==> config.mk <==
export PLATFORM = sky130hd
export DESIGN_NAME = lomh_ctrl
export DESIGN_NICKNAME = d
export VERILOG_FILES = /design/src/rtl/lomh_pkg.sv /design/src/rtl/lomh_ctrl.sv
export SDC_FILE = /design/constraint.sdc
export NUM_CORES = 1
export LEC_CHECK = 0
export ABC_CLOCK_PERIOD_IN_PS = 1600
export BUFFER_PORTS_ARGS = -buffer_cell sky130_fd_sc_hd__buf_4
export CAP_MARGIN = 20
export CORE_AREA = 2 2 39 41
export DETAILED_ROUTE_END_ITERATION = 12
export DIE_AREA = 0 0 41 43
export GPL_TIMING_DRIVEN = 1
export PLACE_DENSITY = 0.7
export SLEW_MARGIN = 15
export SYNTH_ARGS = -nofsm -noshare
export SYNTH_HDL_FRONTEND = slang
export SYNTH_SLANG_ARGS = --single-unit
export TNS_END_PERCENT = 20
==> constraint.sdc <==
create_clock -name clk -period 1.6 [get_ports clk]
set_input_delay 0.24 -clock clk [delete_from_list [all_inputs] [get_ports clk]]
set_output_delay 0.24 -clock clk [all_outputs]
set_load 0.1 [all_outputs]
==> src/rtl/lomh_pkg.sv <==
// Shared constants and types for the limit order matcher.
package lomh_pkg;

    localparam int BOOK_DEPTH_DEF  = 1024;
    localparam int PRICE_WIDTH_DEF = 32;

    // Commands from the controller to the datapath.
    localparam logic [3:0] CMD_IDLE      = 4'd0;
    localparam logic [3:0] CMD_LOAD      = 4'd1;  // latch price, pick sides
    localparam logic [3:0] CMD_RD_TOP    = 4'd2;  // read opposite heap root
    localparam logic [3:0] CMD_DECIDE    = 4'd3;  // match, rest or drop
    localparam logic [3:0] CMD_UP_RD     = 4'd4;  // read parent during push
    localparam logic [3:0] CMD_UP_STEP   = 4'd5;  // compare and move parent down
    localparam logic [3:0] CMD_DN_RDLAST = 4'd6;  // read last entry for pop
    localparam logic [3:0] CMD_DN_VAL    = 4'd7;  // hold last entry as sifted value
    localparam logic [3:0] CMD_DN_RDL    = 4'd8;  // read left child
    localparam logic [3:0] CMD_DN_RDR    = 4'd9;  // hold left child, read right child
    localparam logic [3:0] CMD_DN_STEP   = 4'd10; // compare and move child up
    localparam logic [3:0] CMD_FINISH    = 4'd11; // write held value

    typedef struct packed {
        logic [3:0] cmd;
    } lomh_ctrl_t;

    typedef struct packed {
        logic is_zero;
        logic do_match;
        logic do_rest;
        logic pos_zero;
        logic up_done;
        logic n_zero;
        logic kid_out;
        logic dn_done;
    } lomh_stat_t;

endpackage

==> src/rtl/lomh_ctrl.sv <==
// Controller of the order matcher: sequences reads, compares and writes.
module lomh_ctrl (
    input  logic                 clk,
    input  logic                 rst_n,
    input  logic                 in_valid,
    output logic                 in_stall,
    output logic                 out_valid,
    input  logic                 out_stall,
    output lomh_pkg::lomh_ctrl_t ctrl,
    input  lomh_pkg::lomh_stat_t stat
);
    localparam logic [3:0] S_IDLE   = 4'd0;
    localparam logic [3:0] S_TOP    = 4'd1;
    localparam logic [3:0] S_DEC    = 4'd2;
    localparam logic [3:0] S_URD    = 4'd3;
    localparam logic [3:0] S_USTEP  = 4'd4;
    localparam logic [3:0] S_DLAST  = 4'd5;
    localparam logic [3:0] S_DVAL   = 4'd6;
    localparam logic [3:0] S_DL     = 4'd7;
    localparam logic [3:0] S_DR     = 4'd8;
    localparam logic [3:0] S_DSTEP  = 4'd9;
    localparam logic [3:0] S_FIN    = 4'd10;
    localparam logic [3:0] S_OUT    = 4'd11;

    logic [3:0] state_reg, state_next;

    assign in_stall  = (state_reg != S_IDLE);
    assign out_valid = (state_reg == S_OUT);

    always_comb
    begin
        state_next = state_reg;
        ctrl.cmd   = lomh_pkg::CMD_IDLE;
        unique case (state_reg)
            S_IDLE:
                if (in_valid)
                begin
                    ctrl.cmd   = lomh_pkg::CMD_LOAD;
                    state_next = S_TOP;
                end
            S_TOP:
            begin
                ctrl.cmd   = lomh_pkg::CMD_RD_TOP;
                state_next = S_DEC;
            end
            S_DEC:
            begin
                ctrl.cmd = lomh_pkg::CMD_DECIDE;
                if (stat.do_match)     state_next = S_DLAST;
                else if (stat.do_rest) state_next = S_URD;
                else                   state_next = S_OUT;
            end
            S_URD:
            begin
                if (stat.pos_zero)
                    state_next = S_FIN;
                else
                begin
                    ctrl.cmd   = lomh_pkg::CMD_UP_RD;
                    state_next = S_USTEP;
                end
            end
            S_USTEP:
            begin
                ctrl.cmd   = lomh_pkg::CMD_UP_STEP;
                state_next = stat.up_done ? S_FIN : S_URD;
            end
            S_DLAST:
            begin
                // Popping the only entry leaves nothing to move.
                if (stat.n_zero)
                    state_next = S_FIN;
                else
                begin
                    ctrl.cmd   = lomh_pkg::CMD_DN_RDLAST;
                    state_next = S_DVAL;
                end
            end
            S_DVAL:
            begin
                ctrl.cmd   = lomh_pkg::CMD_DN_VAL;
                state_next = S_DL;
            end
            S_DL:
            begin
                if (stat.kid_out)
                    state_next = S_FIN;
                else
                begin
                    ctrl.cmd   = lomh_pkg::CMD_DN_RDL;
                    state_next = S_DR;
                end
            end
            S_DR:
            begin
                ctrl.cmd   = lomh_pkg::CMD_DN_RDR;
                state_next = S_DSTEP;
            end
            S_DSTEP:
            begin
                ctrl.cmd   = lomh_pkg::CMD_DN_STEP;
                state_next = stat.dn_done ? S_FIN : S_DL;
            end
            S_FIN:
            begin
                ctrl.cmd   = lomh_pkg::CMD_FINISH;
                state_next = S_OUT;
            end
            S_OUT:
                if (!out_stall)
                    state_next = S_IDLE;
            default: state_next = S_IDLE;
        endcase
    end

    always_ff @(posedge clk or negedge rst_n)
    begin
        if (!rst_n)
            state_reg <= S_IDLE;
        else
            state_reg <= state_next;
    end
endmodule

==> results.toml, run 1 <==
[final_layout]
layout_commonest_cell = "buf_4"
drive_gt1_share_pct = 56.8
antennaDiodeCount = 0
layout_common_cells = "buf_4 (23), buf_12 (6), nand2_1 (5), nor2_1 (4)"
syn2layout_area_growth_pct = 101
largest_register_ffs = 4
nNetsFinal = 102

[timing]
setup_violations = 5
clock_skew_ns = 0.00136
setup_tns_ns = -0.323
relSlewSlack_pct = 78.7
worst_slew_pin_slew_ns = 0.315
setup_ws_ns = -0.0929
hold_violations = 0
slew_viol_final = 0
rsz0062_at_grt = "yes"
period_share_pct = 106
period_needed_ns = 1.69
max_freq_mhz = 591

[worst_setup_path]
path_class = "flop to primary output"
cpLargestDelayFamily = "buffers and inverters"
slowest_delay_ns = 0.42
cp-start-kind = "flop"
cp_data_arrival_time_ns = 1.45
rrSetupSlack_ns = 0.15
path_cells = "buf_4 -> nor4_2 -> buf_4 -> a211oi_4 -> buf_12"
path_max_fanout = 4
crit_top_cell = "buf_4"
crit_required_ns = 1.36
endpoint_kind = "primary output"
slowest_stage = "dfrtp_1"
path_buf_inv = 3

[floorplanning]
die_area_um2 = 1760
core-area_um2 = 1380
fp.dieW_um = 41
io_pins = 18
start_util_pct = 31.5
num_rows = 14
die_h_um = 43

[clock_network]
clock_latency_ns = 0.25
cts-buffers-inserted = 3
clkTransAtPathRegs_ns = 0.04
cts_tree = "yes"
root_buffer = "clkbuf_4"
clk_path_buf_depth = 2
cts_sinks = 4
h-tree-depth = 1

[synth]
synth_top_area_share_pct = 23.0
syn-cell-area_um2 = 435
synth_cell_types = 28
ys_ff_latch = 4
syn_nets = 70
yosysWarnings = 0
synth_area_leaders = "dfrtp_1 (23%), nand2_1 (6.9%), o31ai_1 (5.2%)"
yosysTopAreaCell = "dfrtp_1"
ys_seq_area_share_pct = 23.0
syn_avg_cell_area_um2 = 7.51
netlist_instances = 58

[outcome]
outcome = "finished, violations left"
violations = "negative setup slack"

[route]
wire_per_inst_um = 13.3
vias_per_cell = 5.37
drt-pass1-iter-count = 4
finalWirelength_um = 1380
antenna_left = 0
first_iter_violations = 11
drc = 0
vias = 558

[global_route]
grt_pass1_vias = 544
grt_util_all_layers_pct = 20.0
grt_first_pass_wirelength_um = 2410
grt_start_max_net_pins = 13
grt_overflow = 0
antenna_found_initial = 0

[run]
drv_cap = 0

[placement]
hpwlAfterDp_um = 1020
gp_congestion = 0.841
io_buffers = 16
place_ws_ns = 0.0864

[hold_path]
hold_class = "primary input to flop"
worst register-to-register path, stage by stage (launching register included):
cell	delay (ns)
dfrtp_1	0.42
buf_6	0.15
buf_4	0.14
nor2_4	0.05
a22o_1	0.22
a221o_1	0.30
o31ai_1	0.07
area by class of cell:
cell class              instances  area, um2
flip-flops and latches          4        101
well taps                      16       20.0
clock buffers                   3       22.5
multi-input cells              47        392
repair buffers                 33        337
fillers                       119        508
inverters                       1       3.75
cell families after synthesis:
logic type / after synthesis / share of synthesized area, %
simple gates: 25 / 30.2
mux: 2 / 4.60
compound gates: 20 / 32.5
flops: 4 / 23.0
buf+inv: 7 / 9.77
worst paths after layout:
kind | from | depth (start not counted) | endpoint
worst max-delay path | state_reg[2] | 5 | ctrl[0]
worst min-delay path | out_stall | 3 | state_reg[0]
worst max register to register | state_reg[2] | 6 | state_reg[1]
worst min register to register | state_reg[2] | 2 | state_reg[1]
max in group asynchronous | rst_n | 2 | state_reg[0]
min in group asynchronous | rst_n | 2 | state_reg[3]
synth_stat cells (all sizes together):
library cell,number
o32a,1
inv,1
nor3,3
a22oi,1
a221oi,1
o221ai,1
o31ai,3
nand2b,2
nor2b,3
a221o,1
mux2i,2
a21oi,4
nand2,8
dfrtp,4
a211oi,2
nor4bb,1
o21ai,3
nor4,1
nor4b,1
buf,6
o22ai,1
a22o,1
o2bb2ai,1
nor2,6
routing by layer:
layer  GRT usage [%]  part of all wire (%)
met1            28.0                    43
met4            10.0                   2.0
met3            3.14                   3.7
met2            28.4                    52
met5               0                     0
stage by stage:
step	hold slack [ns]	util [%]	instances	area (um2)
finish	0.248	63.3	104	876
global placement	0.0354	51.6	98	714
detailed placement	0.0397	51.6	98	714
CTS	0.257	61.2	103	847
floorplan	-0.0556	-	58	524
global route	0.283	63.3	104	876
repair_timing:
item / in CTS / in global routing
hold buffers: 1 / 0
resized for setup: 22 / 6
hold endpoints to repair: 4 / 0
pin swaps: 2 / 3
setup endpoints to repair: 6 / 6
buffers inserted: 1 / 1
cloned: 0 / 0
Power of run 1 is left out: the tool's default activity adds up to more than one toggle a clock period on the data nets, which glitch-free logic cannot reach.
==> inputs of run 2 (changes only) <==
--- a/constraint.sdc
+++ b/constraint.sdc
@@ -3,2 +3,2 @@
 set_output_delay 0.24 -clock clk [all_outputs]
-set_load 0.1 [all_outputs]
+set_load 0.01 [all_outputs]
==> results.toml, run 2 (synthesized netlist as in run 1, its figures left out) <==
[outcome]
outcome = "finished, final reports clean"

[global_route]
grt_first_pass_wirelength_um = 2100
grt_start_max_net_pins = 10
grt_pass1_vias = 522
grt_util_all_layers_pct = 17.4
grt_overflow = 0
antenna_found_initial = 0

[power]
leakage_nw = 0.299
peakVddDrop_mv = 0.649
p_clk_share_pct = 8.9
power.density_nw_per_um2 = 2070
p_int_w = 0.000773
swShare_pct = 44.7
p_comb_share_pct = 73.7
p_seq_share_pct = 17.4
p_sw_w = 0.000624

[timing]
relSlewSlack_pct = 79.9
period_share_pct = 99.4
setup_ws_ns = 0.00890
max_freq_mhz = 628
hold_violations = 0
clock_skew_ns = 0.00412
setup_tns_ns = 0
period_needed_ns = 1.59
setup_violations = 0
worst_slew_pin_slew_ns = 0.298
rsz0062_at_grt = "yes"
slew_viol_final = 0

[clock_network]
cts-buffers-inserted = 3
cts_tree = "yes"
root_buffer = "clkbuf_4"
clock_latency_ns = 0.24
clkTransAtPathRegs_ns = 0.04
clk_path_buf_depth = 2
cts_sinks = 4
h-tree-depth = 1

[route]
first_iter_violations = 11
vias = 538
wire_per_inst_um = 13.2
drt-pass1-iter-count = 4
met2_length_um = 644
dr_wl_met3_um = 50
vias_per_cell = 5.43
antenna_left = 0
top_layer = "met4"
wl_met1_um = 593
drc = 0
finalWirelength_um = 1300

[placement]
place_ws_ns = 0.179
post_dp_cell_area_um2 = 604
io_buffers = 16
hpwlAfterDp_um = 937
gp_congestion = 0.841

[worst_setup_path]
cp_data_arrival_time_ns = 1.35
crit_required_ns = 1.36
path_cells = "buf_4 -> nand2_1 -> a21oi_1 -> a221oi_1 -> buf_4"
path_max_fanout = 9
slowest_stage = "dfrtp_2"
path_class = "flop to primary output"
slowest_delay_ns = 0.43
endpoint_kind = "primary output"
cp-start-kind = "flop"
crit_top_cell = "buf_4"

[final_layout]
syn2layout_area_growth_pct = 55.2
drive_gt1_share_pct = 47.0
finalInstanceArea_um2 = 676
layout_commonest_cell = "buf_4"
largest_register_ffs = 4
layout_common_cells = "buf_4 (26), nand2_1 (7), nor2_1 (5), a21oi_1 (4)"
antennaDiodeCount = 0
fill_cells = 140
nNetsFinal = 97

[hold_path]
hold_class = "primary input to flop"

[floorplanning]
fp.dieW_um = 41
num_rows = 14
die_h_um = 43
die_area_um2 = 1760
start_util_pct = 31.5
core-area_um2 = 1380
io_pins = 18

[run]
drv_cap = 0
## run 2: final timing paths
check | startpoint | slack [ns] | end | cells past startpoint
worst max register to register | state_reg[3] | 0.23 | state_reg[3] | 6
max in group asynchronous | rst_n | 1.15 | state_reg[2] | 2
worst max-delay path | state_reg[2] | 0.009 | ctrl[1] | 5
worst min register to register | state_reg[2] | 0.66 | state_reg[1] | 2
worst min-delay path | out_stall | 0.25 | state_reg[0] | 3
min in group asynchronous | rst_n | 0.33 | state_reg[3] | 2
## run 2: cell type report
cell class,instances,area (um2),share of cell area [%]
inverters,1,3.75,0.556
flip-flops and latches,4,103,15.2
clock buffers,3,22.5,3.33
repair buffers,28,216,32.0
multi-input cells,47,310,45.9
well taps,16,20.0,2.96
## run 2: critical path: cells and delay by family (launching register included)
family / cells / cell delay [ns]
flops: 1 / 0.43
buf+inv: 2 / 0.35
compound gates: 2 / 0.27
simple gates: 1 / 0.06
## run 2: timing repair
action,CTS,global route
pin swaps,1,1
endpoints found under the hold margin,4,0
hold buffers,1,0
setup endpoints to repair,3,4
setup buffers,2,0
resized for setup,4,4
## run 2: metal layers
layer	up-vias	GRT usage (%)
li1	267	-
met1	257	20.6
met2	12	29.4
met3	2	1.57
met4	0	8.00
met5	-	0
## run 2: through the flow
stage / power, W / hold slack, ns / util (%) / instances
floorplan: 0.000824 / -0.0556 / - / 58
global placement: 0.00116 / 0.0358 / 43.7 / 93
detailed placement: 0.00117 / 0.0375 / 43.7 / 93
CTS: 0.00136 / 0.238 / 47.9 / 99
global route: 0.00151 / 0.256 / 48.8 / 99
finish: 0.00140 / 0.248 / 48.8 / 99
## run 2: power by group through the flow
stage / registers, W / logic (W) / clock network, W
after floorplan: 0.000179 / 0.000645 / 0
after global placement: 0.000233 / 0.000928 / 0
after detailed placement: 0.000230 / 0.000935 / 0
after CTS: 0.000235 / 0.00100 / 0.000129
after global routing: 0.000254 / 0.00112 / 0.000136
final: 0.000243 / 0.00103 / 0.000125
No activity file was read; power rests on OpenSTA's default activity.
